--- src/design/dpb_pkg.sv ---
// shared constants, types and divider step function for depth pixel back-projection
package dpb_pkg;

    // field widths
    localparam int PIXEL_BITS = 12;
    localparam int FRAC_BITS  = 4;
    localparam int CFG_W      = 16;
    localparam int DEPTH_W    = 16;
    localparam int COORD_W    = 32;

    // depth codes with special meaning
    localparam logic [DEPTH_W-1:0] DEPTH_NONE    = '0;
    localparam logic [DEPTH_W-1:0] DEPTH_INVALID = '1;

    // datapath widths
    localparam int PQ_W       = PIXEL_BITS + FRAC_BITS;
    localparam int OFS_W      = (PQ_W > CFG_W) ? PQ_W : CFG_W;
    localparam int PROD_W     = OFS_W + DEPTH_W;
    localparam int NUM_W      = PROD_W + FRAC_BITS;
    localparam int DIV_STEPS  = 4;
    localparam int DIV_STAGES = (NUM_W + DIV_STEPS - 1) / DIV_STEPS;
    localparam int QUO_W      = DIV_STAGES * DIV_STEPS;

    // stream packing
    localparam int IN_W        = 2 * PIXEL_BITS + DEPTH_W;
    localparam int IN_TDATA_W  = ((IN_W + 7) / 8) * 8;
    localparam int OUT_W       = 2 * COORD_W + DEPTH_W;
    localparam int OUT_TDATA_W = ((OUT_W + 7) / 8) * 8;

    // configuration register indexes
    localparam int CFG_ADDR_W = 2;
    typedef enum logic [CFG_ADDR_W-1:0] {
        REG_FOCAL_X  = 2'd0,
        REG_FOCAL_Y  = 2'd1,
        REG_CENTER_X = 2'd2,
        REG_CENTER_Y = 2'd3
    } dpb_reg_t;

    // camera intrinsics as held in the register file
    typedef struct packed {
        logic [CFG_W-1:0] focal_x;
        logic [CFG_W-1:0] focal_y;
        logic [CFG_W-1:0] center_x;
        logic [CFG_W-1:0] center_y;
    } dpb_cfg_t;

    // per-item flags and depth riding along the pipeline
    typedef struct packed {
        logic               ok;
        logic               neg_x;
        logic               neg_y;
        logic [DEPTH_W-1:0] depth;
    } dpb_side_t;

    // restoring divider state: partial remainder plus numerator/quotient shift word
    typedef struct packed {
        logic [CFG_W-1:0] rem;
        logic [QUO_W-1:0] work;
    } dpb_div_t;

    // a few restoring divide steps on one axis
    function automatic dpb_div_t div_steps(input dpb_div_t a, input logic [CFG_W-1:0] d);
        dpb_div_t       r;
        logic [CFG_W:0] trial;
        r = a;
        for (int i = 0; i < DIV_STEPS; i++) begin
            trial  = {r.rem, r.work[QUO_W-1]};
            r.work = {r.work[QUO_W-2:0], 1'b0};
            if (trial >= {1'b0, d}) begin
                trial     = trial - {1'b0, d};
                r.work[0] = 1'b1;
            end
            r.rem = trial[CFG_W-1:0];
        end
        return r;
    endfunction

endpackage

--- src/design/dpb_post.sv ---
// sign, saturation, invalid masking and the output register
module dpb_post (
    input  logic                                aclk,
    input  logic                                aresetn,
    input  logic                                in_valid,
    output logic                                in_ready,
    input  dpb_pkg::dpb_side_t                  in_side,
    input  dpb_pkg::dpb_div_t                   in_x,
    input  dpb_pkg::dpb_div_t                   in_y,
    output logic                                m_tvalid,
    input  logic                                m_tready,
    output logic [dpb_pkg::OUT_TDATA_W-1:0]     m_tdata,
    output logic                                m_tuser
);

    logic                              valid_reg;
    logic [dpb_pkg::OUT_TDATA_W-1:0]   tdata_reg;
    logic [dpb_pkg::OUT_TDATA_W-1:0]   tdata_next;
    logic                              tuser_reg;
    logic [dpb_pkg::COORD_W-1:0]       wx;
    logic [dpb_pkg::COORD_W-1:0]       wy;

    // truncated quotient to saturated two's complement
    function automatic logic [dpb_pkg::COORD_W-1:0] to_coord(
        input logic [dpb_pkg::QUO_W-1:0] q, input logic neg);
        logic big;
        logic [dpb_pkg::COORD_W-1:0] r;
        big = |q[dpb_pkg::QUO_W-1:dpb_pkg::COORD_W-1];
        if (neg) begin
            r = big ? {1'b1, {(dpb_pkg::COORD_W-1){1'b0}}}
                    : dpb_pkg::COORD_W'(0) - q[dpb_pkg::COORD_W-1:0];
        end else begin
            r = big ? {1'b0, {(dpb_pkg::COORD_W-1){1'b1}}} : q[dpb_pkg::COORD_W-1:0];
        end
        return r;
    endfunction

    assign in_ready = !valid_reg || m_tready;

    // pack x, y, z; all zero for an invalid pixel
    always_comb begin
        wx = to_coord(in_x.work, in_side.neg_x);
        wy = to_coord(in_y.work, in_side.neg_y);
        tdata_next = '0;
        if (in_side.ok) begin
            tdata_next = dpb_pkg::OUT_TDATA_W'({in_side.depth, wy, wx});
        end
    end

    always_ff @(posedge aclk) begin
        if (!aresetn) begin
            valid_reg <= 1'b0;
        end else if (in_ready) begin
            valid_reg <= in_valid;
        end
        if (in_valid && in_ready) begin
            tdata_reg <= tdata_next;
            tuser_reg <= in_side.ok;
        end
    end

    assign m_tvalid = valid_reg;
    assign m_tdata  = tdata_reg;
    assign m_tuser  = tuser_reg;

    // an invalid point carries no coordinates
    a_invalid_zero: assert property (@(posedge aclk) disable iff (!aresetn)
        m_tvalid && !m_tuser |-> m_tdata == '0)
        else $error("invalid point with nonzero coordinates");

    // a valid point has a usable depth
    a_valid_depth: assert property (@(posedge aclk) disable iff (!aresetn)
        m_tvalid && m_tuser |->
            m_tdata[2*dpb_pkg::COORD_W +: dpb_pkg::DEPTH_W] != dpb_pkg::DEPTH_NONE &&
            m_tdata[2*dpb_pkg::COORD_W +: dpb_pkg::DEPTH_W] != dpb_pkg::DEPTH_INVALID)
        else $error("valid point with unusable depth");

endmodule

--- config.mk ---
export PLATFORM = sky130hd
export DESIGN_NAME = dpb_post
export DESIGN_NICKNAME = d
export VERILOG_FILES = /design/src/design/dpb_pkg.sv /design/src/design/dpb_post.sv
export SDC_FILE = /design/constraint.sdc
export NUM_CORES = 1
export LEC_CHECK = 0
export BUFFER_PORTS_ARGS = -buffer_cell sky130_fd_sc_hd__clkbuf_2
export CORE_MARGIN = 2
export CORE_UTILIZATION = 39
export DETAILED_ROUTE_END_ITERATION = 12
export PLACE_DENSITY = 0.73
export REMOVE_ABC_BUFFERS = 1
export SLEW_MARGIN = 20
export SYNTH_ARGS = -nofsm -noshare
export SYNTH_HDL_FRONTEND = slang
export SYNTH_SLANG_ARGS = --single-unit
export TNS_END_PERCENT = 50
--- constraint.sdc ---
create_clock -name aclk -period 6.5 [get_ports aclk]
set_input_delay 0.65 -clock aclk [delete_from_list [all_inputs] [get_ports aclk]]
set_output_delay 0.65 -clock aclk [all_outputs]
set_load 0.1 [all_outputs]
* After elaboration in Yosys (flattened, before gate mapping)
Cells that the tools add are included.
** Word-level totals
- Register bits after elaboration :: 82
- Input bits :: 127
- Output and inout bits :: 83
- Logic and storage cells :: 16
** Operators by class
- Add/subtract/negate cells :: 2
- Mux-type cells :: 6
- Reduce and logical (&&, ||, !) cells :: 5
** Operators by type and width (count)
- $mux W32 :: 6
- $sub A1 B32 Y32 const A :: 2
- $reduce_or A5 Y1 :: 2
- $logic_and A1 B1 Y1 :: 1
- $logic_not A1 Y1 :: 1
- $logic_or A1 B1 Y1 :: 1

* Longest topological paths before layout
- Depth after elaboration :: 3
- Depth in mapped cells :: 8
- Mapped depth without buffers :: 7

* Least setup slack after synthesis
No wires, ideal clock.
- Kind :: register -> register
- From :: reg valid_reg (netlist: m_tvalid)
- To :: reg tdata_reg (netlist bit m_tdata[0]), enable pin
- Setup time :: 0.448 ns
- Data arrival time :: 3.564 ns
- Data required time :: 6.052 ns
- Path slack :: 2.488 ns
- Stages on the path, launching flop included :: 3
- Clock period less this slack :: 4.012 ns
- Cells stage by stage :: dfxtp_1 > nand2b_1 > and2_1
** On the way
- Longest elaborated chain between the ends :: 3
** RTL lines
- start: declaration :: RTL line dpb_post.sv:16 : logic valid_reg;
- start signal: assignment :: RTL line dpb_post.sv:54 : valid_reg <= in_valid;
- $logic_not A1 Y1 :: RTL line dpb_post.sv:38 : assign in_ready = !valid_reg || m_tready;
- $logic_or A1 B1 Y1 :: RTL line dpb_post.sv:38
- via in_ready :: RTL line dpb_post.sv:6 : output logic in_ready,
- $logic_and A1 B1 Y1 :: RTL line dpb_post.sv:56 : if (in_valid && in_ready) begin
- end signal: assignment :: RTL line dpb_post.sv:57 : tdata_reg <= tdata_next;
- end: declaration :: RTL line dpb_post.sv:17 : logic [dpb_pkg::OUT_TDATA_W-1:0] tdata_reg;
The timed path passes the listed nets, and every way through them passes these cells.
A chain may end at the register's enable or synchronous reset.

==> qor.txt <==
Root Buffer = clkbuf_16
area leader, netlist = edfxtp_1
cts bufs inserted = 9
Post-Route WL = 13700 um
CTS tree = built
vias in the first global route = 4542
area grow syn2layout = 26.7%
Final Hold Fails = 0
vias per inst = 5.59
drt initial violations = 527
cell area after synthesis = 5120 um^2
GPL Wtd Cong = 0.853
IO Port Bufs = 177
initial antenna violation count = 0
Setup TNS = 0 ps
Post-synth top cells = 102 x nor2_1, 81 x edfxtp_1, 32 x clkbuf_1, 29 x nor3_1, 27 x o21ai_0
per-cell routed wire length = 15.9 um
element type at the critical path start = input pin
clk_skew = 12.8 ps
Critical Path AT = 3120 ps
period utilisation layout = 0.446
Placeable Area = 12700 um^2
CP required = 6720 ps
Logic pwr share = 0.264
post-synthesis cell count = 529
Crit. End Element = register
Initial Util = 0.403
antenna-violating nets left = 0
Final HPWL DP = 9590 um
sequential cell area fraction in the yosys report = 0.479
WS Path Type = input pin to register
CTS max path bufs = 2
MaxCap Viol Count = 0
# DRC = 0
net switching fraction of the power = 0.351
P_sw = 0.582 mW
Post-synth EDFFs = 81
Overall Power = 1.66 mW
clock sink count = 82
Clk Latency, worst-skew pair = 350 ps
first-pass GRT wire length = 22300 um
Reg power frac = 0.381
max frequency = 0.345 GHz
Reg2Reg Setup Slack = 4900 ps
RSZ-0062 raised after global routing = false
Pre-Repair DR Iteration Count = 5
final core utilization = 0.511
Antenna diodes = 0
Synth area leaders = edfxtp_1 47%, nor2_1 7.5%, mux2i_1 3.7%, o22a_1 3.1%, nor3_1 2.8%
Hold-fix buffers, CTS = 0
Max rail drop VDD = 0.139 mV
top_reg_cell synth = edfxtp_1
Ports = 210
largest net degree at the start of global routing = 82
Internal Dissipation = 1.08 mW
minimum clock period = 2900 ps
die width = 119 um
setup bufs post-CTS = 0
status = completed
ys async rst share = 0
CP Max Fanout = 48
NumNets Final = 817
fraction of layout cells with a size suffix above 1 = 0.314
Die Y = 119 um
Final Max Slew Viols = 0
Worst Hold Class = input pin to register
Seq cells post-synth = 82
final setup violation count = 0
Distinct cells, synth = 58
Mapped Avg Cell Area = 9.69 um^2
CTS H-Tree Depth = 3
total track usage = 0.196
Least-Margin Pin Slew = 1030 ps
top cell type's share of synthesized area = 0.475
post_cts resized = 0
P_leak = 2.52 nW
Row Count = 41
max_slew headroom = 0.311
Clk pin slew, worst setup/hold paths = 60 ps
GR Overflow Total = 0
die area = 14100 um^2
Synth Warn # = 0
count leader, synth = nor2_1
vias = 4832
Clock Power Share = 0.355
P per Cell Area = 255 nW/um^2
[power by group through the flow]
stage / registers, mW / logic [mW] / clock network [mW]
after detailed placement: 0.645 / 0.436 / 0
after global routing: 0.636 / 0.459 / 0.622
final: 0.633 / 0.438 / 0.589
after CTS: 0.634 / 0.437 / 0.601
after floorplan: 0.894 / 0.0783 / 0
after global placement: 0.644 / 0.430 / 0
[through the flow]
step / setup WS, ps / cell area [um^2] / instances / hold WS [ps]
after floorplan: 2490 / 4990 / 494 / 749
after CTS: 3640 / 6470 / 863 / 538
after global placement: 3310 / 6130 / 848 / 519
final: 3600 / 6490 / 864 / 548
after global routing: 3260 / 6490 / 864 / 559
after detailed placement: 3290 / 6130 / 848 / 560
[layer usage]
metal  part of all wire  vias to the layer above  GRT usage
met5                  0                        -          0
met4              0.021                        0     0.0863
met3              0.070                       25     0.0454
met2               0.47                      194      0.316
met1               0.44                     2250      0.252
li1                   -                     2363          -
[registers in the layout (all words and copies together) (netlist names)]
register / flops
m_tdata: 80
m_tuser: 1
m_tvalid: 1
[worst max-delay path, cell delays in order]
cell	delay (ps)
clkbuf_2	70
buf_4	400
clkinv_1	570
buf_4	430
nor2_1	470
o21ai_0	180
o41ai_1	110
a211o_2	170
[cells in the final DEF, fill, tap and decap left out, types with 13 or more instances in the layout]
master / instances
nand2_1: 13
o22a_1: 18
nor3_1: 29
mux2i_1: 19
nor2_1: 102
o211ai_1: 16
or4_1: 17
clkbuf_2: 177
o21ai_0: 27
edfxtp_1: 81
nor4_1: 13
and2_1: 16
[area by class of cell]
type / count / area (um^2)
clock inverters: 6 / 115
well taps: 172 / 215
multi-input cells: 401 / 2500
fillers: 1224 / 6230
flip-flops and latches: 82 / 2450
repair buffers: 183 / 943
clock buffers: 9 / 225
inverters: 11 / 41.3
[cells by family after synthesis]
kind of cell	after synthesis	share of synthesized area
muxes	21	0.0415
and+or+nand+nor	255	0.268
AOI/OAI and AO/OA	114	0.158
adders and majority gates	2	0.00488
xor gates and xnor gates	9	0.0154
DFF	82	0.479
buffers and inverters	46	0.0342
[path summary, 6_finish.rpt]
| kind | start | to | depth (start not counted) |
|---|---|---|---|
| min | aresetn | m_tvalid$_SDFFE_PN0N_ | 2 |
| min reg2reg | m_tvalid$_SDFFE_PN0N_ | m_tvalid$_SDFFE_PN0N_ | 2 |
| max | in_side[18] | m_tdata[60]$_SDFFCE_PN0P_ | 8 |
| max reg2reg | m_tvalid$_SDFFE_PN0N_ | m_tdata[22]$_SDFFCE_PN0P_ | 3 |
No activity file was read; power rests on OpenSTA's default activity.
