==> config.mk <==
export PLATFORM = sky130hd
export DESIGN_NAME = dpb_prep
export DESIGN_NICKNAME = d
export VERILOG_FILES = /design/src/design/dpb_pkg.sv /design/src/design/dpb_prep.sv
export SDC_FILE = /design/constraint.sdc
export NUM_CORES = 1
export LEC_CHECK = 0
export ABC_CLOCK_PERIOD_IN_PS = 5710
export BUFFER_PORTS_ARGS = -buffer_cell sky130_fd_sc_hd__buf_2
export CORE_ASPECT_RATIO = 1.2
export CORE_MARGIN = 2
export CORE_UTILIZATION = 55
export CTS_CLUSTER_DIAMETER = 40
export DETAILED_ROUTE_END_ITERATION = 8
export GPL_TIMING_DRIVEN = 0
export PLACE_DENSITY = 0.84
export SLEW_MARGIN = 25
export SYNTH_ARGS = -nofsm -noshare
export SYNTH_HDL_FRONTEND = slang
export SYNTH_SLANG_ARGS = --single-unit
==> constraint.sdc <==
create_clock -name aclk -period 5.71 [get_ports aclk]
set_input_delay 1.142 -clock aclk [delete_from_list [all_inputs] [get_ports aclk]]
set_output_delay 1.142 -clock aclk [all_outputs]
set_load 0.05 [all_outputs]
==> src/design/dpb_pkg.sv <==
// shared constants, types and divider step function for depth pixel back-projection
package dpb_pkg;

    // field widths
    localparam int PIXEL_BITS = 12;
    localparam int FRAC_BITS  = 4;
    localparam int CFG_W      = 16;
    localparam int DEPTH_W    = 16;
    localparam int COORD_W    = 32;

    // depth codes with special meaning
    localparam logic [DEPTH_W-1:0] DEPTH_NONE    = '0;
    localparam logic [DEPTH_W-1:0] DEPTH_INVALID = '1;

    // datapath widths
    localparam int PQ_W       = PIXEL_BITS + FRAC_BITS;
    localparam int OFS_W      = (PQ_W > CFG_W) ? PQ_W : CFG_W;
    localparam int PROD_W     = OFS_W + DEPTH_W;
    localparam int NUM_W      = PROD_W + FRAC_BITS;
    localparam int DIV_STEPS  = 4;
    localparam int DIV_STAGES = (NUM_W + DIV_STEPS - 1) / DIV_STEPS;
    localparam int QUO_W      = DIV_STAGES * DIV_STEPS;

    // stream packing
    localparam int IN_W        = 2 * PIXEL_BITS + DEPTH_W;
    localparam int IN_TDATA_W  = ((IN_W + 7) / 8) * 8;
    localparam int OUT_W       = 2 * COORD_W + DEPTH_W;
    localparam int OUT_TDATA_W = ((OUT_W + 7) / 8) * 8;

    // configuration register indexes
    localparam int CFG_ADDR_W = 2;
    typedef enum logic [CFG_ADDR_W-1:0] {
        REG_FOCAL_X  = 2'd0,
        REG_FOCAL_Y  = 2'd1,
        REG_CENTER_X = 2'd2,
        REG_CENTER_Y = 2'd3
    } dpb_reg_t;

    // camera intrinsics as held in the register file
    typedef struct packed {
        logic [CFG_W-1:0] focal_x;
        logic [CFG_W-1:0] focal_y;
        logic [CFG_W-1:0] center_x;
        logic [CFG_W-1:0] center_y;
    } dpb_cfg_t;

    // per-item flags and depth riding along the pipeline
    typedef struct packed {
        logic               ok;
        logic               neg_x;
        logic               neg_y;
        logic [DEPTH_W-1:0] depth;
    } dpb_side_t;

    // restoring divider state: partial remainder plus numerator/quotient shift word
    typedef struct packed {
        logic [CFG_W-1:0] rem;
        logic [QUO_W-1:0] work;
    } dpb_div_t;

    // a few restoring divide steps on one axis
    function automatic dpb_div_t div_steps(input dpb_div_t a, input logic [CFG_W-1:0] d);
        dpb_div_t       r;
        logic [CFG_W:0] trial;
        r = a;
        for (int i = 0; i < DIV_STEPS; i++) begin
            trial  = {r.rem, r.work[QUO_W-1]};
            r.work = {r.work[QUO_W-2:0], 1'b0};
            if (trial >= {1'b0, d}) begin
                trial     = trial - {1'b0, d};
                r.work[0] = 1'b1;
            end
            r.rem = trial[CFG_W-1:0];
        end
        return r;
    endfunction

endpackage

==> src/design/dpb_prep.sv <==
// front stages: offset from principal point, validity check, offset times depth
module dpb_prep (
    input  logic                           aclk,
    input  logic                           aresetn,
    input  dpb_pkg::dpb_cfg_t              cfg,
    input  logic                           in_valid,
    output logic                           in_ready,
    input  logic [dpb_pkg::PIXEL_BITS-1:0] in_col,
    input  logic [dpb_pkg::PIXEL_BITS-1:0] in_row,
    input  logic [dpb_pkg::DEPTH_W-1:0]    in_depth,
    output logic                           out_valid,
    input  logic                           out_ready,
    output dpb_pkg::dpb_side_t             out_side,
    output dpb_pkg::dpb_div_t              out_x,
    output dpb_pkg::dpb_div_t              out_y
);

    logic                          ofs_valid_reg;
    dpb_pkg::dpb_side_t            ofs_side_reg;
    dpb_pkg::dpb_side_t            ofs_side_next;
    logic [dpb_pkg::OFS_W-1:0]     mag_x_reg;
    logic [dpb_pkg::OFS_W-1:0]     mag_x_next;
    logic [dpb_pkg::OFS_W-1:0]     mag_y_reg;
    logic [dpb_pkg::OFS_W-1:0]     mag_y_next;
    logic                          ofs_ready;

    logic                          mul_valid_reg;
    dpb_pkg::dpb_side_t            mul_side_reg;
    dpb_pkg::dpb_div_t             mul_x_reg;
    dpb_pkg::dpb_div_t             mul_x_next;
    dpb_pkg::dpb_div_t             mul_y_reg;
    dpb_pkg::dpb_div_t             mul_y_next;

    logic [dpb_pkg::OFS_W-1:0]     pq_x;
    logic [dpb_pkg::OFS_W-1:0]     pq_y;
    logic [dpb_pkg::OFS_W-1:0]     cx;
    logic [dpb_pkg::OFS_W-1:0]     cy;
    logic [dpb_pkg::PROD_W-1:0]    prod_x;
    logic [dpb_pkg::PROD_W-1:0]    prod_y;

    // handshake: a stage takes an item when empty or draining
    assign ofs_ready = !mul_valid_reg || out_ready;
    assign in_ready  = !ofs_valid_reg || ofs_ready;

    // offset from the principal point as sign and magnitude
    always_comb begin
        pq_x = dpb_pkg::OFS_W'(in_col) << dpb_pkg::FRAC_BITS;
        pq_y = dpb_pkg::OFS_W'(in_row) << dpb_pkg::FRAC_BITS;
        cx   = dpb_pkg::OFS_W'(cfg.center_x);
        cy   = dpb_pkg::OFS_W'(cfg.center_y);
        ofs_side_next.neg_x = pq_x < cx;
        ofs_side_next.neg_y = pq_y < cy;
        mag_x_next = ofs_side_next.neg_x ? (cx - pq_x) : (pq_x - cx);
        mag_y_next = ofs_side_next.neg_y ? (cy - pq_y) : (pq_y - cy);
        ofs_side_next.depth = in_depth;
        ofs_side_next.ok    = (in_depth != dpb_pkg::DEPTH_NONE) &&
                              (in_depth != dpb_pkg::DEPTH_INVALID) &&
                              (cfg.focal_x != '0) && (cfg.focal_y != '0);
    end

    // scaled numerator for the divider
    always_comb begin
        prod_x = mag_x_reg * dpb_pkg::PROD_W'(ofs_side_reg.depth);
        prod_y = mag_y_reg * dpb_pkg::PROD_W'(ofs_side_reg.depth);
        mul_x_next.rem  = '0;
        mul_x_next.work = dpb_pkg::QUO_W'(prod_x) << dpb_pkg::FRAC_BITS;
        mul_y_next.rem  = '0;
        mul_y_next.work = dpb_pkg::QUO_W'(prod_y) << dpb_pkg::FRAC_BITS;
    end

    // offset stage
    always_ff @(posedge aclk) begin
        if (!aresetn) begin
            ofs_valid_reg <= 1'b0;
        end else if (in_ready) begin
            ofs_valid_reg <= in_valid;
        end
        if (in_valid && in_ready) begin
            ofs_side_reg <= ofs_side_next;
            mag_x_reg    <= mag_x_next;
            mag_y_reg    <= mag_y_next;
        end
    end

    // multiply stage
    always_ff @(posedge aclk) begin
        if (!aresetn) begin
            mul_valid_reg <= 1'b0;
        end else if (ofs_ready) begin
            mul_valid_reg <= ofs_valid_reg;
        end
        if (ofs_valid_reg && ofs_ready) begin
            mul_side_reg <= ofs_side_reg;
            mul_x_reg    <= mul_x_next;
            mul_y_reg    <= mul_y_next;
        end
    end

    assign out_valid = mul_valid_reg;
    assign out_side  = mul_side_reg;
    assign out_x     = mul_x_reg;
    assign out_y     = mul_y_reg;

endmodule

# --- Word-level counts from Yosys, hierarchy flattened ---
# Index checks and enable logic that the tools add are counted.
word_totals:
  regBits: 136
  out_inout_bits: 125
  elab_cells: 37
classes:
  n_addsub: 4
  n_mul: 2
  order_cmp: 2
  n_eq_ne: 1
  muxes: 2
  n_reduce_logical: 12
op_table:
  columns: ["cell", "n"]
  rows:
  - ["$mul A16 B16 Y32", 2]
  - ["$sub A16 B16 Y16", 4]
  - ["$reduce_bool A16 Y1", 3]
  - ["$lt A16 B16 Y1", 2]
  - ["$mux W16", 2]
  - ["$ne A16 B16 Y1 const B", 1]
  - ["$logic_and A1 B1 Y1", 5]
  - ["$logic_not A1 Y1", 2]
  - ["$logic_or A1 B1 Y1", 2]

# --- Longest topological paths before layout ---
depth:
  ltp_word: 4
  ltp_mapped: 23
  mapped_depth_nobuf: 21

# --- Worst setup path before layout ---
# Ideal clock, no wire load.
synth_path:
  path_type: "register to register"
  startpoint: "reg ofs_side_reg[1] (netlist bit)"
  endpoint: "reg mul_x_reg, in the netlist out_x[32] (data pin)"
  t_arrival_ns: 5.821
  t_required_ns: 5.445
  path_slack_ns: -0.376
  path_stages_with_launch: 21
  n_path_buf: 1
  synth_period_minus_slack_ns: 6.086
  cell_sequence: "edfxtp_1 clkbuf_1 nand2_1 fa_1 fa_1 fa_1 inv_1 fa_1 fa_1 inv_1 fa_1 inv_1 ha_1 o21ai_0 or2b_2 o31ai_2 o22ai_2 or3_2 a221oi_2 o21ai_0 xor2_1"
synth_via:
  elab_chain_len: 1
synth_lines:
  columns: ["item", "line_no", "source"]
  rows:
  - ["from (decl)", "dpb_prep.sv:19", "dpb_pkg::dpb_side_t ofs_side_reg;"]
  - ["from (signal assigned)", "dpb_prep.sv:79", "ofs_side_reg <= ofs_side_next;"]
  - ["$mul A16 B16 Y32", "dpb_prep.sv:63", "prod_x = mag_x_reg * dpb_pkg::PROD_W'(ofs_side_reg.depth);"]
  - ["net prod_x (one bit)", "dpb_prep.sv:38", "logic [dpb_pkg::PROD_W-1:0] prod_x;"]
  - ["to (signal assigned)", "dpb_prep.sv:94", "mul_x_reg <= mul_x_next;"]
  - ["to (decl)", "dpb_prep.sv:29", "dpb_pkg::dpb_div_t mul_x_reg;"]
# The timed path passes the listed nets, and every way through them passes these cells.
# A chain may end at the register's enable or synchronous reset.

# --- Final worst setup path ---
layout_path:
  startpoint: "reg mag_x_reg[5] (netlist bit)"
  endpoint: "reg mul_x_reg, in the netlist out_x[32] (data pin)"
layout_via:
  elab_chain_len: 1
layout_lines:
  columns: ["item", "line_no", "source"]
  rows:
  - ["from (decl)", "dpb_prep.sv:21", "logic [dpb_pkg::OFS_W-1:0] mag_x_reg;"]
  - ["from (signal assigned)", "dpb_prep.sv:80", "mag_x_reg <= mag_x_next;"]
  - ["$mul A16 B16 Y32", "dpb_prep.sv:63", null]
  - ["net prod_x (one bit)", "dpb_prep.sv:38", null]
# The timed path passes the listed nets, and every way through them passes these cells.

==> results by group <==
Logic synthesis
  • Parity-gate share of the synthesized area counting xor and xnor cells: approximately 3.0%
  • Post-synthesis cell count: 2516
  • Async set-reset flop share out of synthesis: 0%
  • Unique cell type count in the Yosys netlist: between 70 and 80
  • Synthesized area divided by synthesized cell count: around 9.5 sq um
  • Count of synthesis-stage warnings from yosys: 0
  • Post-synth EDFFs: about 130
  • Seq/Total Area, Yosys: approximately 17%
  • Top cells by instance count after synthesis: 520 x inv_1, 390 x fa_1, 321 x nand2_1
  • Count leader, synth: inv_1
  • Simple-gate portion of the synthesized area: roughly 15%
  • Adder and majority cell fraction of the synthesized area: 46.0%
  • Compound-gate portion of the synthesized area: around 8.1%
  • Mux share of post-synthesis cell area: 0.377%
  • Cells taking the most area after synthesis: fa_1 33%, edfxtp_1 17%, ha_1 13%
  • Register bit count reported by yosys: approximately 140
  • Largest family of logic cells by synthesized area: adder cells
  • Main flop type after synthesis: edfxtp_1
  • Area leader, netlist: fa_1
  • Synthesized area: about 24000 sq um
  • Share of the synthesized area in the top cell type: between 30% and 40%

Global route
  • Congestion Overflow GR: 0
  • GRT Util Overall: a little under a third
  • Met3 layer usage reported by global route: 6.80%
  • Pin count of the biggest net entering global routing: 52
  • Wire length of the first global-routing pass: 105000 um
  • Peak-usage layer in the global routing report: met2
  • Via count of the first global-routing pass: ~20000
  • Met1 track demand over resource: a little over a third
  • Met2 track utilization from global routing: a little over half
  • Number of antenna violations at the first check in global routing: 4

Hold path
  • Hold WC Path Type: flop to flop
  • Count of cells along the worst hold path: 0
  • Min-delay src: ofs_side_reg[16]$_DFFE_PP_
  • Worst Hold Path EP: out_side[16]$_DFFE_PP_

Clocking
  • Hold Buf Count CTS: 0
  • Clock transition at the registers of the reported paths: around 60 ps
  • Clock latency on the worst-skew pair: roughly 480 ps
  • Num Clock Sinks: 136
  • CTS Root Cell: clkbuf_16
  • Maximum level of the CTS H-tree: 4
  • Clock Tree Buf Depth: 2
  • CTS tree: built
  • Cts bufs inserted: 17

Routing
  • Wire length reported by the detailed router: around 70000 um
  • Routed vias: between 15000 and 20000
  • Initial DRC Count: 1218
  • Average detailed-routed wire length per instance: approximately 20 um
  • Via density per instance: approximately 5.6
  • Post-detailed-route count of antenna-violating nets: 0
  • DRC violation count after routing: 40
  • Detailed-router iteration count before antenna repair: 9

Die
  • Total Die Area: 45100 sq um
  • Area of the placeable core: about 43000 sq um
  • Boundary Pins: about 230
  • Count of standard-cell rows: 83
  • Initial Util: 55.7%
  • Width of the die: between 150 and 200 um
  • Overall die height: between 200 and 250 um

Cells and area
  • Final standard cell count with taps included and fillers excluded: 3432
  • Fillcell total: 3365
  • Final design area excluding fillers: 28200 sq um
  • Final core utilization: between 60 and 70%
  • Fin nets: around 3600
  • Proportion of layout cells with a drive suffix above 1: approximately a fifth
  • Area growth from synthesis to layout: 17.8%

Timing
  • Worst max-slew margin expressed relative to the limit: between 40% and 50%
  • Slew at the pin closest to its max-slew limit: between 800 and 900 ps
  • Final critical-path setup slack: -690 ps
  • Fin. max-slew vios: 0
  • Post-layout min period: about 6400 ps
  • Maximum clock frequency: ~160 MHz
  • Final setup violating endpoints: 31
  • Final cycle utilization of the critical path: 112%
  • Final hold viol count: 0
  • Setup repair after global routing missed its margin: true
  • Worst clock skew: about 13 ps

Setup path
  • R2R depth: 24
  • Worst Setup Path Type: flop to flop
  • Worst Setup End Kind: flop
  • Launching element type of the critical path: flop
  • Largest stage delay on the critical path: 540 ps
  • Cell seen most often among critical-path stages: fa_1
  • Sequence of cells on the critical path: buf_4 > buf_4 > and2_1 > fa_1 > inv_1 > fa_1 > fa_2 > fa_1 > inv_1 > fa_1 > inv_2 > fa_1 > inv_2 > ha_4 > nand2_1 > o211ai_1 > o31ai_2 > buf_4 > o22ai_4 > buf_4 > or3_4 > a221oi_4 > o21ai_1 > xor2_1
  • Worst reg2reg path endpoint: out_x[32]$_DFFE_PP_
  • CP Data Required Time: ~5900 ps
  • CP top delay family: adder cells
  • FF-to-FF Start: mag_x_reg[5]$_DFFE_PP_
  • Arrival time at the worst endpoint: roughly 6600 ps
  • Largest driver fanout on the critical path: 6
  • Critical Path Slowest Stage Cell: fa_1
  • Crit path buf inv count: 8
  • Worst reg2reg setup slack: -690 ps

Placed design
  • DP Wirelength: about 53000 um
  • Number of cells in the design after placement: around 3300
  • Buffers on Ports: around 190
  • Placer congestion estimate: roughly 0.96
  • Total cell area at the placement stage: around 26000 sq um

Status
  • Outcome: complete, but fails checks
  • Failing checks: DRC, setup timing

Job
  • Max capacitance violation total: 0
-- cell families (layout without fill, tap and decap cells) --
| logic type | after synthesis | after routing |
|---|---|---|
| AOI/OAI and AO/OA | 288 | 288 |
| xor gates and xnor gates | 81 | 81 |
| adders and majority gates | 644 | 644 |
| buffers and inverters | 657 | 979 |
| DFF | 136 | 136 |
| muxes | 9 | 9 |
| other | 1 | 43 |
| and+or+nand+nor | 700 | 700 |
-- area by class of cell --
| cell class | instances | area [sq um] | share of cell area (%) |
|---|---|---|---|
| Inverter | 522 | 1970 | 6.98 |
| Antenna cell | 3 | 7.51 | 0.0267 |
| Sequential cell | 136 | 4060 | 14.4 |
| Tap cell | 552 | 691 | 2.45 |
| Buffer | 132 | 1020 | 3.64 |
| Clock inverter | 15 | 166 | 0.591 |
| Timing Repair Buffer | 293 | 1820 | 6.45 |
| Clock buffer | 17 | 425 | 1.51 |
| Multi-Input combinational cell | 1762 | 18000 | 63.9 |
-- how the worst max path moves through the flow --
| stage | from | endpoint | slack [ps] | cells after the start |
|---|---|---|---|---|
| floorplan | mag_y_reg[5]$_DFFE_PP_ | out_y[33]$_DFFE_PP_ | -110 | 21 |
| detailed placement | ofs_side_reg[12]$_DFFE_PP_ | out_y[33]$_DFFE_PP_ | -1030 | 20 |
| global route | ofs_side_reg[6]$_DFFE_PP_ | out_x[34]$_DFFE_PP_ | -950 | 22 |
| finish | mag_x_reg[5]$_DFFE_PP_ | out_x[32]$_DFFE_PP_ | -690 | 24 |
| global placement | out_ready | out_x[17]$_DFFE_PP_ | -1730 | 3 |
| CTS | mag_y_reg[3]$_DFFE_PP_ | out_y[33]$_DFFE_PP_ | -600 | 21 |
-- metal layers --
metal / up-vias / wire, um
met5: - / 0
met4: 0 / 3760
met3: 230 / 6060
met2: 1005 / 34400
met1: 9606 / 24400
li1: 8478 / -
-- cells in the final DEF (no fill, tap or decap), types with 40 or more instances in the layout --
cell        n
a21oi_1    63
and2_1    235
buf_2     199
buf_4     134
conb_1     40
edfxtp_1  134
fa_1      383
ha_1      239
inv_1     509
nand2_1   318
xnor2_1    54
-- what timing repair did --
item	4_1_cts	5_1_grt
pin swaps	33	55
resized for setup	147	140
setup endpoints to repair	37	37
buffers inserted	54	44
-- metrics by stage --
stage | setup WS, ps | hold slack (ps) | TNS [ps]
6_report | -690 | 428 | -10520
5_1_grt | -946 | 439 | -16050
4_1_cts | -597 | 427 | -10040
3_5_place_dp | -1030 | 413 | -24510
3_3_place_gp | -1730 | 406 | -163810
2_1_floorplan | -113 | 400 | -461
Power is not shown: default switching activity piles up to over one toggle a cycle in this logic, so the estimate is an artifact.
