===== config.mk =====
export PLATFORM = sky130hd
export DESIGN_NAME = dpb_div_stage
export DESIGN_NICKNAME = d
export VERILOG_FILES = /design/src/design/dpb_pkg.sv /design/src/design/dpb_div_stage.sv
export SDC_FILE = /design/constraint.sdc
export NUM_CORES = 1
export LEC_CHECK = 0
export BUFFER_PORTS_ARGS = -buffer_cell sky130_fd_sc_hd__buf_2
export CAP_MARGIN = 10
export CORE_ASPECT_RATIO = 0.5
export CORE_MARGIN = 2
export CORE_UTILIZATION = 55
export CTS_BUF_LIST = sky130_fd_sc_hd__clkbuf_16
export CTS_CLUSTER_SIZE = 16
export DETAILED_ROUTE_END_ITERATION = 10
export PLACE_DENSITY = 0.9
export REMOVE_ABC_BUFFERS = 1
export SLEW_MARGIN = 40
export SYNTH_ARGS = -nofsm -noshare
export SYNTH_HDL_FRONTEND = slang
export SYNTH_SLANG_ARGS = --single-unit

===== constraint.sdc =====
create_clock -name aclk -period 11.9 [get_ports aclk]
set_clock_uncertainty 0.05 [all_clocks]
set_input_delay 0.595 -clock aclk [delete_from_list [all_inputs] [get_ports aclk]]
set_output_delay 0.595 -clock aclk [all_outputs]
set_load 0.05 [all_outputs]

===== src/design/dpb_pkg.sv =====
// shared constants, types and divider step function for depth pixel back-projection
package dpb_pkg;

    // field widths
    localparam int PIXEL_BITS = 12;
    localparam int FRAC_BITS  = 4;
    localparam int CFG_W      = 16;
    localparam int DEPTH_W    = 16;
    localparam int COORD_W    = 32;

    // depth codes with special meaning
    localparam logic [DEPTH_W-1:0] DEPTH_NONE    = '0;
    localparam logic [DEPTH_W-1:0] DEPTH_INVALID = '1;

    // datapath widths
    localparam int PQ_W       = PIXEL_BITS + FRAC_BITS;
    localparam int OFS_W      = (PQ_W > CFG_W) ? PQ_W : CFG_W;
    localparam int PROD_W     = OFS_W + DEPTH_W;
    localparam int NUM_W      = PROD_W + FRAC_BITS;
    localparam int DIV_STEPS  = 4;
    localparam int DIV_STAGES = (NUM_W + DIV_STEPS - 1) / DIV_STEPS;
    localparam int QUO_W      = DIV_STAGES * DIV_STEPS;

    // stream packing
    localparam int IN_W        = 2 * PIXEL_BITS + DEPTH_W;
    localparam int IN_TDATA_W  = ((IN_W + 7) / 8) * 8;
    localparam int OUT_W       = 2 * COORD_W + DEPTH_W;
    localparam int OUT_TDATA_W = ((OUT_W + 7) / 8) * 8;

    // configuration register indexes
    localparam int CFG_ADDR_W = 2;
    typedef enum logic [CFG_ADDR_W-1:0] {
        REG_FOCAL_X  = 2'd0,
        REG_FOCAL_Y  = 2'd1,
        REG_CENTER_X = 2'd2,
        REG_CENTER_Y = 2'd3
    } dpb_reg_t;

    // camera intrinsics as held in the register file
    typedef struct packed {
        logic [CFG_W-1:0] focal_x;
        logic [CFG_W-1:0] focal_y;
        logic [CFG_W-1:0] center_x;
        logic [CFG_W-1:0] center_y;
    } dpb_cfg_t;

    // per-item flags and depth riding along the pipeline
    typedef struct packed {
        logic               ok;
        logic               neg_x;
        logic               neg_y;
        logic [DEPTH_W-1:0] depth;
    } dpb_side_t;

    // restoring divider state: partial remainder plus numerator/quotient shift word
    typedef struct packed {
        logic [CFG_W-1:0] rem;
        logic [QUO_W-1:0] work;
    } dpb_div_t;

    // a few restoring divide steps on one axis
    function automatic dpb_div_t div_steps(input dpb_div_t a, input logic [CFG_W-1:0] d);
        dpb_div_t       r;
        logic [CFG_W:0] trial;
        r = a;
        for (int i = 0; i < DIV_STEPS; i++) begin
            trial  = {r.rem, r.work[QUO_W-1]};
            r.work = {r.work[QUO_W-2:0], 1'b0};
            if (trial >= {1'b0, d}) begin
                trial     = trial - {1'b0, d};
                r.work[0] = 1'b1;
            end
            r.rem = trial[CFG_W-1:0];
        end
        return r;
    endfunction

endpackage


===== src/design/dpb_div_stage.sv =====
// one stage of the pipelined restoring divider, both axes side by side
module dpb_div_stage (
    input  logic                        aclk,
    input  logic                        aresetn,
    input  logic [dpb_pkg::CFG_W-1:0]   focal_x,
    input  logic [dpb_pkg::CFG_W-1:0]   focal_y,
    input  logic                        in_valid,
    output logic                        in_ready,
    input  dpb_pkg::dpb_side_t          in_side,
    input  dpb_pkg::dpb_div_t           in_x,
    input  dpb_pkg::dpb_div_t           in_y,
    output logic                        out_valid,
    input  logic                        out_ready,
    output dpb_pkg::dpb_side_t          out_side,
    output dpb_pkg::dpb_div_t           out_x,
    output dpb_pkg::dpb_div_t           out_y
);

    logic               valid_reg;
    dpb_pkg::dpb_side_t side_reg;
    dpb_pkg::dpb_div_t  x_reg;
    dpb_pkg::dpb_div_t  x_next;
    dpb_pkg::dpb_div_t  y_reg;
    dpb_pkg::dpb_div_t  y_next;

    assign in_ready = !valid_reg || out_ready;

    // quotient bits for this stage
    always_comb begin
        x_next = dpb_pkg::div_steps(in_x, focal_x);
        y_next = dpb_pkg::div_steps(in_y, focal_y);
    end

    always_ff @(posedge aclk) begin
        if (!aresetn) begin
            valid_reg <= 1'b0;
        end else if (in_ready) begin
            valid_reg <= in_valid;
        end
        if (in_valid && in_ready) begin
            side_reg <= in_side;
            x_reg    <= x_next;
            y_reg    <= y_next;
        end
    end

    assign out_valid = valid_reg;
    assign out_side  = side_reg;
    assign out_x     = x_reg;
    assign out_y     = y_reg;

    // a held item keeps its partial quotient until it moves on
    a_stall_holds: assert property (@(posedge aclk) disable iff (!aresetn)
        valid_reg && !out_ready |=> valid_reg && $stable(x_reg) && $stable(y_reg)
                                    && $stable(side_reg))
        else $error("divider stage changed while stalled");

endmodule


[Word level (Yosys, flattened, before mapping)]
Cells that the tools add are included.
Word-level totals
  bits in registers: 124
  bits of input ports: 159
  output and inout port bits: 125
Operators by class
  $lt $le $gt $ge: 8
  $add $sub $neg: 8
  reductions and logical operators: 3
  multiplexer cells: 16
Operator list (count)
  $ge 17x16->1: 8
  $mux 16: 8
  $sub 16x16->16: 8
  $mux 1: 8
  $logic_and 1x1->1: 1
  $logic_not 1->1: 1
  $logic_or 1x1->1: 1

[Longest topological paths before layout]
Gate-level depths: netlist of the first run.
  depth after elaboration: 8
  depth in mapped cells: 50

[Worst setup path after synthesis of the first run]
OpenSTA, ideal clock, no wires.
  path type: input-to-reg
  start point: in focal_x[6] in the netlist's numbering
  end point: reg x_reg, in the netlist out_x[38], data pin
  setup slack: 1.493 ns
  cell stages on the path: 43
  buffers on the path: 6
  required time: 11.568 ns
  arrival time: 10.075 ns
  cells stage by stage: inv_1 > ha_1 > a2111oi_0 > a211oi_1 > o31ai_1 > buf_2 > buf_1 > clkbuf_1 > nand2_1 > o21ai_0 > ha_1 > nor2b_1 > o31a_1 > o211ai_1 > a22oi_1 > o211ai_1 > o211ai_1 > clkbuf_1 > (+7 left out) > a21oi_1 > o21ai_0 > and2_1 > a311oi_2 > clkinv_1 > a21oi_1 > ha_1 > a21o_1 > a21o_1 > a21oi_1 > a21o_1 > o31a_1 > o221ai_1 > o41ai_1 > and2_1 > clkbuf_1 > clkbuf_1 > a222oi_1
RTL lines
  from (decl): line dpb_div_stage.sv:5  | input logic [dpb_pkg::CFG_W-1:0] focal_x,
  to (signal assigned): line dpb_div_stage.sv:42  | x_reg <= x_next;
  to (decl): line dpb_div_stage.sv:21  | dpb_pkg::dpb_div_t x_reg;

==> results.yml, run 1 <==
critical_path:
  crit_path_top_delay_cell: "a311o_2"
  crit_fanout: 17
  slowest_delay_ns: 0.57
  r2r_start: "out_valid"
  crit_type: "input port to flip-flop"
  required_ns: 12.01
  endpoint_kind: "flip-flop"
  cp.arrival_ns: 11.24
  cp_common_cell: "a21oi_1"
  critPathLaunch: "focal_y[1]"
  cp-start-kind: "input port"
die:
  dieWidth_um: 204
  fp.dieH_um: 104
  rows: 36
  fp.coreArea_sq_um: 19600
  ios: 284
  start_util_pct: 56.4
  die-area_sq_um: 21300
synthesis:
  mappedNetlistArea_sq_um: 11000
  synth_edf_count: 123
  synth_async_sr_flop_share_pct: 0
  ys_types: 72
  yosysWarnings: 0
  synth_seq_cells: 124
  syn_avg_cell_area_sq_um: 9.81
  synth_seq_area_share_pct: 33.6
  synth_ff_type: "edfxtp_1"
  syn_inst: 1126
power:
  p_leak_uw: 0.00614
  peakVddDrop_v: 0.000188
  seq_power_share_pct: 15.8
  power.density_nw_per_um2: 332
  combPwrFrac_pct: 72.0
  p_switching_uw: 2040
  power_switching_share_pct: 46.0
  internal_power_uw: 2400
  clkPwrFrac_pct: 12.1
detailed_routing:
  vias_per_cell: 6.05
  antenna_left: 0
  routed_wl_um: 31800
  drt_iter0_drc: 867
  route.detailed.drc: 0
  via_count: 10300
  drt_pass1_iterations: 6
  wire_per_inst_um: 18.8
clocking:
  hold_buffers: 0
  cts-htree-levels: 4
  cts.sink_count: 124
  cts_buffer_depth: 2
  tritoncts: "yes"
  ctsResizeCount: 0
  cts_buffers: 17
  post_cts_buffers: 0
  clk_latency_ns: 0.41
  path_clk_slew_ns: 0.06
  clock-root-buffer: "clkbuf_16"
grt:
  grt_start_max_net_pins: 81
  overflow: 0
  grt_pass1_wl_um: 50600
  grt_antenna_before_repair: 2
  grt_use_total_pct: 29.7
  grt_pass1_vias: 10400
timing:
  period_needed_ns: 11.13
  hold_viol_final: 0
  finalMaxSlewViolations: 0
  clock.fmax_mhz: 89.9
  setup_tns_ns: 0
  setup_viol: 0
  period_share_pct: 93.5
  tightestPinTransition_ns: 0.770
  rsz0062_at_grt: "no"
  maxSlewHeadroom_pct: 48.7
final_layout:
  drive_gt1_share_pct: 27.9
  finalNonFillerCells: 1696
  nFillCells: 1457
  multi_input_area_sq_um: 6870
  fin_nets: 1712
  num_antenna_cells: 0
  final_common_cell: "buf_2"
  final_cell_mix: "283 x buf_2, 128 x ha_1, 123 x edfxtp_1"
  seq_area_sq_um: 3710
  area_growth_pct: 21.1
  final_util_pct: 68.3
worst_hold_path:
  min_path_type: "input port to flip-flop"
  worstHoldStart: "in_y[11]"
placement:
  dp_cells: 1664
  place.gp.congestion: 1.00
  dpl.hpwl_um: 25100
  io_buffers: 283
status:
  status: "finished, final reports clean"
job:
  maxCapViolCount: 0
## final cells by class
| cell class | count | area share [%] |
|---|---|---|
| inverters | 92 | 2.58 |
| repair buffers | 295 | 11.3 |
| flip-flops and latches | 124 | 27.8 |
| multi-input cells | 887 | 51.4 |
| well taps | 266 | 2.49 |
| clock buffers | 17 | 3.18 |
| clock inverters | 15 | 1.34 |
## logic make-up after synthesis
kind of cell               after synthesis  share of synthesized area (%)
muxes                                   66                           6.89
DFF                                    124                           33.6
AOI/OAI and AO/OA                      331                           20.0
xor gates and xnor gates                98                           7.84
buffers and inverters                  115                           4.26
and+or+nand+nor                        256                           11.5
adders and majority gates              136                           15.9
## sequential cells by signal, summed over array words and instances (netlist names)
signal and flops:
out_x 52, out_y 52, out_side 19, out_valid 1
## synth_stat cells (3+ instances only)
cell         n  area [sq um]
o21a_1      28           210
inv_1       90           338
or2_2        6          37.5
nand3_1     17          85.1
mux2_4       8           120
o221ai_1     3          26.3
a21boi_0     3          22.5
o211ai_1    10          75.1
mux2_2      47           529
xor2_1      28           245
o21bai_1    13          97.6
a31o_2       4          35.0
a211oi_1     7          52.6
buf_2        4          20.0
o21ai_1      3          15.0
ha_1       128          1600
nor3_1      15          75.1
o21ai_0     64           320
o22ai_1      3          18.8
nor2_1      71           267
and2_1       8          50.1
o311ai_0     3          26.3
a2111oi_0    3          26.3
or3_1        7          43.8
nand2b_1    18           113
o31a_1       5          43.8
nand2_1     56           210
buf_6        4          45.0
mux2i_1     10           100
a31oi_1      9          56.3
nand4_1     19           119
a21oi_1     95           475
xnor2_1     69           604
edfxtp_1   123          3690
nor4_1       6          37.5
nor2b_1     18           113
o31ai_1      5          37.5
clkbuf_1    12          45.0
a41o_1       3          30.0
and3_1       4          25.0
and4_1       3          26.3
a221o_1     15           150
fa_1         8           160
a21o_1      37           278
## routing by layer
| layer | GRT usage, % | share of wire (%) |
|---|---|---|
| met2 | 53.3 | 51 |
| met4 | 13.2 | 3.3 |
| met1 | 33.9 | 39 |
| met5 | 0 | 0.066 |
| met3 | 6.42 | 7.2 |
## final timing paths
| check | to | slack (ns) | cells past startpoint |
|---|---|---|---|
| max reg2reg | out_y[14] | 9.78 | 3 |
| min | out_y[15] | 0.30 | 1 |
| min reg2reg | out_valid | 0.50 | 2 |
| max | out_y[39] | 0.77 | 42 |
## power by group through the flow
stage / Combinational [uW] / Clock, uW / Sequential (uW)
2_1_floorplan: 2150 / 0 / 1010
3_3_place_gp: 2960 / 0 / 711
3_5_place_dp: 3090 / 0 / 712
4_1_cts: 3130 / 544 / 705
5_1_grt: 3420 / 562 / 712
6_report: 3200 / 539 / 704
## through the flow
step / area, sq um / hold slack, ns / total power (uW) / worst slack (ns)
2_1_floorplan: 10900 / 0.644 / 3160 / -0.179
3_3_place_gp: 12800 / 0.461 / 3670 / 1.06
3_5_place_dp: 12800 / 0.504 / 3800 / 0.694
6_report: 13400 / 0.296 / 4450 / 0.772
4_1_cts: 13400 / 0.282 / 4380 / 1.05
5_1_grt: 13400 / 0.273 / 4690 / 0.0743
## critical path: cells and delay by family
family	cells	cell delay, ns
buf+inv	4	0.68
compound gates	23	6.18
fa+ha+maj	4	1.32
mux	3	1.10
simple gates	8	1.31
Note: power is estimated with default switching activity, not from simulation.
==> inputs of run 2 (changes only) <==
--- a/config.mk
+++ b/config.mk
@@ -9,11 +9,11 @@
 export CAP_MARGIN = 10
 export CORE_ASPECT_RATIO = 0.5
 export CORE_MARGIN = 2
-export CORE_UTILIZATION = 55
+export CORE_UTILIZATION = 50
 export CTS_BUF_LIST = sky130_fd_sc_hd__clkbuf_16
 export CTS_CLUSTER_SIZE = 16
 export DETAILED_ROUTE_END_ITERATION = 10
-export PLACE_DENSITY = 0.9
+export PLACE_DENSITY = 0.84
 export REMOVE_ABC_BUFFERS = 1
 export SLEW_MARGIN = 40
 export SYNTH_ARGS = -nofsm -noshare
==> results.yml, run 2 (synthesized netlist as in run 1, its figures left out) <==
status:
  status: "finished, final reports clean"
timing:
  hold_viol_final: 0
  setup_viol: 0
  setup_ws_ns: 0.985
  clock.fmax_mhz: 91.6
  tightestPinTransition_ns: 0.741
  finalMaxSlewViolations: 0
  rsz0062_at_grt: "no"
  maxSlewHeadroom_pct: 50.0
  period_needed_ns: 10.92
  period_share_pct: 91.7
placement:
  io_buffers: 283
  place.gp.congestion: 1.01
  dpl.hpwl_um: 24400
  dp_slack_ns: 0.686
final_layout:
  final_common_cell: "buf_2"
  drive_gt1_share_pct: 28.2
  area_growth_pct: 21.6
  fin_nets: 1715
  final_cell_mix: "283 x buf_2, 128 x ha_1, 123 x edfxtp_1"
  num_antenna_cells: 0
clocking:
  hold_buffers: 0
  tritoncts: "yes"
  clock-root-buffer: "clkbuf_16"
  post_cts_buffers: 0
  cts-htree-levels: 4
  clk_latency_ns: 0.41
  cts_buffer_depth: 2
  path_clk_slew_ns: 0.06
  ctsResizeCount: 0
  cts.sink_count: 124
  cts_buffers: 17
detailed_routing:
  routed_wl_um: 30000
  route.detailed.drc: 0
  drt_pass1_iterations: 5
  antenna_left: 0
  vias_per_cell: 5.68
  via_count: 9842
  wire_per_inst_um: 17.3
  drt_iter0_drc: 602
die:
  fp.coreArea_sq_um: 21700
  start_util_pct: 51.0
  ios: 284
  rows: 38
  die-area_sq_um: 23400
  fp.dieH_um: 109
  dieWidth_um: 214
critical_path:
  crit_path_top_delay_cell: "a311o_2"
  crit_fanout: 17
  endpoint_kind: "flip-flop"
  rr_endpoint: "out_y[18]"
  worst-path-buf-inv: 5
  cp.arrival_ns: 11.03
  crit_family: "compound AO/OA/AOI/OAI gates"
  r2r_start: "out_valid"
  cp_common_cell: "a21oi_1"
  required_ns: 12.01
  reg2reg_slack_ns: 9.80
  crit_type: "input port to flip-flop"
  cp-start-kind: "input port"
  r2r_cells: 3
  slowest_delay_ns: 0.58
power:
  power.density_nw_per_um2: 323
  peakVddDrop_v: 0.000173
  total_power_uw: 4340
  p_leak_uw: 0.00615
grt:
  grt_start_max_net_pins: 80
  grt_antenna_before_repair: 0
  grt_pass1_vias: 9717
  overflow: 0
  grt_pass1_wl_um: 46800
  grt_use_total_pct: 24.9
worst_hold_path:
  min_path_type: "input port to flip-flop"
  min_to: "out_y[25]"
  worstHoldStart: "in_y[21]"
  worstHoldPathCells: 1
job:
  maxCapViolCount: 0
==> run 2: cell count changes in the layout (fill, tap and decap cells not counted), sizes merged <==
cell and change:
buf +3, clkinv -1, bufinv -1, inv +2
==> run 2: metal layers <==
| layer | vias up | track usage (%) | share of wire, % |
|---|---|---|---|
| met4 | 0 | 9.97 | 2.9 |
| met1 | 4673 | 28.9 | 42 |
| li1 | 4798 | - | - |
| met2 | 303 | 46.8 | 51 |
| met3 | 68 | 3.79 | 4.0 |
| met5 | - | 0 | 0 |
==> run 2: through the flow <==
stage / std cells / hold WS (ns) / instance area (sq um) / setup TNS [ns] / util [%]
3_3_place_gp: 1701 / 0.461 / 12800 / 0 / 59.2
4_1_cts: 1733 / 0.284 / 13400 / 0 / 62.0
3_5_place_dp: 1701 / 0.486 / 12800 / 0 / 59.2
6_report: 1733 / 0.300 / 13400 / 0 / 62.0
2_1_floorplan: 1103 / 0.644 / 10900 / -2.24 / -
5_1_grt: 1733 / 0.280 / 13400 / 0 / 62.0
==> run 2: where the power goes <==
part	switching (uW)	leakage, uW	internal [uW]
Sequential	20.6	0.00120	682
Clock	194	0.000288	328
Combinational	1740	0.00467	1380
==> run 2: worst max path at each step <==
stage	startpoint	endpoint	slack [ns]	cells past startpoint
global placement	focal_y[1]	out_y[43]	1.02	45
detailed placement	focal_y[1]	out_y[49]	0.69	45
CTS	focal_y[1]	out_y[43]	1.13	45
finish	focal_y[1]	out_y[43]	0.98	45
floorplan	focal_x[6]	out_x[37]	-0.18	37
global route	focal_y[1]	out_y[48]	0.23	45
==> run 2: cell type report <==
class,instances,area [sq um]
fillers,1817,8250
multi-input cells,887,6870
well taps,300,375
repair buffers,298,1530
inverters,92,345
flip-flops and latches,124,3710
clock buffers,17,425
clock inverters,15,171
==> inputs of run 3 (changes only) <==
--- a/config.mk
+++ b/config.mk
@@ -7,13 +7,14 @@
 export LEC_CHECK = 0
 export BUFFER_PORTS_ARGS = -buffer_cell sky130_fd_sc_hd__buf_2
 export CAP_MARGIN = 10
+export CELL_PAD_IN_SITES_DETAIL_PLACEMENT = 1
+export CELL_PAD_IN_SITES_GLOBAL_PLACEMENT = 1
 export CORE_ASPECT_RATIO = 0.5
-export CORE_MARGIN = 2
-export CORE_UTILIZATION = 50
+export CORE_UTILIZATION = 42
 export CTS_BUF_LIST = sky130_fd_sc_hd__clkbuf_16
 export CTS_CLUSTER_SIZE = 16
 export DETAILED_ROUTE_END_ITERATION = 10
-export PLACE_DENSITY = 0.84
+export PLACE_DENSITY = 0.91
 export REMOVE_ABC_BUFFERS = 1
 export SLEW_MARGIN = 40
 export SYNTH_ARGS = -nofsm -noshare
==> results.yml, run 3 (synthesized netlist as in run 1, its figures left out) <==
detailed_routing:
  wire_per_inst_um: 21.1
  drt_pass1_iterations: 5
  drt_iter0_drc: 621
  antenna_left: 0
  via_count: 10100
  routed_wl_um: 37400
  route.detailed.drc: 0
  vias_per_cell: 5.66
timing:
  tightestPinTransition_ns: 0.829
  maxSlewHeadroom_pct: 44.7
  setup_viol: 0
  period_needed_ns: 11.33
  hold_viol_final: 0
  finalMaxSlewViolations: 0
  period_share_pct: 95.2
  whs_ns: 0.292
  setup_ws_ns: 0.568
  clock.fmax_mhz: 88.2
grt:
  overflow: 0
  grt_start_max_net_pins: 65
  grt_pass1_vias: 10600
  globalRouteMet3Util_pct: 3.83
  grt_antenna_before_repair: 2
  gr-max-usage-layer: "met2"
  met1_usage_pct: 30.7
  grt_use_total_pct: 27.0
  met2_usage_pct: 51.8
  grt_pass1_wl_um: 56500
critical_path:
  endpoint_kind: "flip-flop"
  cp-start-kind: "input port"
  cp_common_cell: "ha_1"
  required_ns: 12.01
  cp.arrival_ns: 11.44
  crit_path_top_delay_cell: "o31ai_1"
  slowest_delay_ns: 0.51
  crit_fanout: 13
  crit_type: "input port to flip-flop"
final_layout:
  area_growth_pct: 22.3
  final_cell_mix: "283 x buf_2, 128 x ha_1, 123 x edfxtp_1"
  nFillCells: 2973
  stdcell_area_sq_um: 13500
  final_common_cell: "buf_2"
  multi_input_area_sq_um: 6880
  seq_area_sq_um: 3710
  fin_nets: 1713
  drive_gt1_share_pct: 28.0
placement:
  dp_slack_ns: 0.266
  placed_cell_area_sq_um: 12900
  dpl.hpwl_um: 30000
  place.gp.congestion: 0.936
  io_buffers: 283
clocking:
  tritoncts: "yes"
  clk_latency_ns: 0.42
  cts-htree-levels: 4
  clock-root-buffer: "clkbuf_16"
  hold_buffers: 0
  path_clk_slew_ns: 0.06
  cts_buffer_depth: 2
  cts_buffers: 17
  cts.sink_count: 124
power:
  p_leak_uw: 0.00616
  total_power_uw: 4540
  power.density_nw_per_um2: 336
  peakVddDrop_v: 0.000149
die:
  ios: 284
  dieWidth_um: 231
  start_util_pct: 43.3
  die-area_sq_um: 27000
  rows: 41
  fp.dieH_um: 117
  fp.coreArea_sq_um: 25500
worst_hold_path:
  min_path_type: "input port to flip-flop"
status:
  status: "finished, final reports clean"
job:
  maxCapViolCount: 0
-- run 3: cell types whose count changed in the layout (fill, tap and decap cells not counted), sizes merged --
cell    delta
clkinv     -1
buf        -2
diode      +2
bufinv     +1
-- run 3: critical path: cells and delay by family --
kind	cells	cell delay (ns)
AOI/OAI and AO/OA	22	6.34
and+or+nand+nor	5	1.48
muxes	1	0.32
buffers and inverters	8	1.55
adders and majority gates	4	1.11
-- run 3: area by class of cell --
cell class                 count  share of cell area [%]
clock buffer                  17                    3.15
antenna                        2                  0.0371
clock inverter                15                    1.35
inverter                      92                    2.56
multi-input combinational    887                    50.9
sequential                   124                    27.5
tap                          344                    3.19
timing repair buffer         296                    11.3
-- run 3: through the flow --
step	instances	util, %	setup TNS, ns
global placement	1741	50.4	0
CTS	1773	52.8	0
global route	1777	53.0	-0.161
floorplan	1103	-	-2.24
finish	1777	53.0	0
detailed placement	1741	50.4	0
-- run 3: layer usage --
layer / share of wire (%) / wire length [um]
met5: 0 / 0
met3: 3.3 / 1250
met4: 2.7 / 1020
met1: 41 / 15300
met2: 53 / 19900
-- run 3: worst paths after layout --
kind | cells past startpoint | slack [ns] | from | end
hold / removal | 1 | 0.29 | in_y[14] | out_y[18]
setup / recovery | 40 | 0.57 | focal_x[1] | out_x[37]
setup reg to reg | 4 | 9.60 | out_valid | out_y[11]
hold reg to reg | 2 | 0.54 | out_valid | out_valid
-- run 3: timing repair --
item / in CTS / in global routing
gates resized for setup: 0 / 2
buffers inserted: 0 / 1
setup endpoints to repair: 0 / 16
-- run 3: report_power, final --
part / leakage (uW) / switching [uW] / internal (uW)
combinational: 0.00467 / 1890 / 1380
clock: 0.000300 / 201 / 347
sequential: 0.00120 / 32.6 / 684
total: 0.00616 / 2130 / 2410
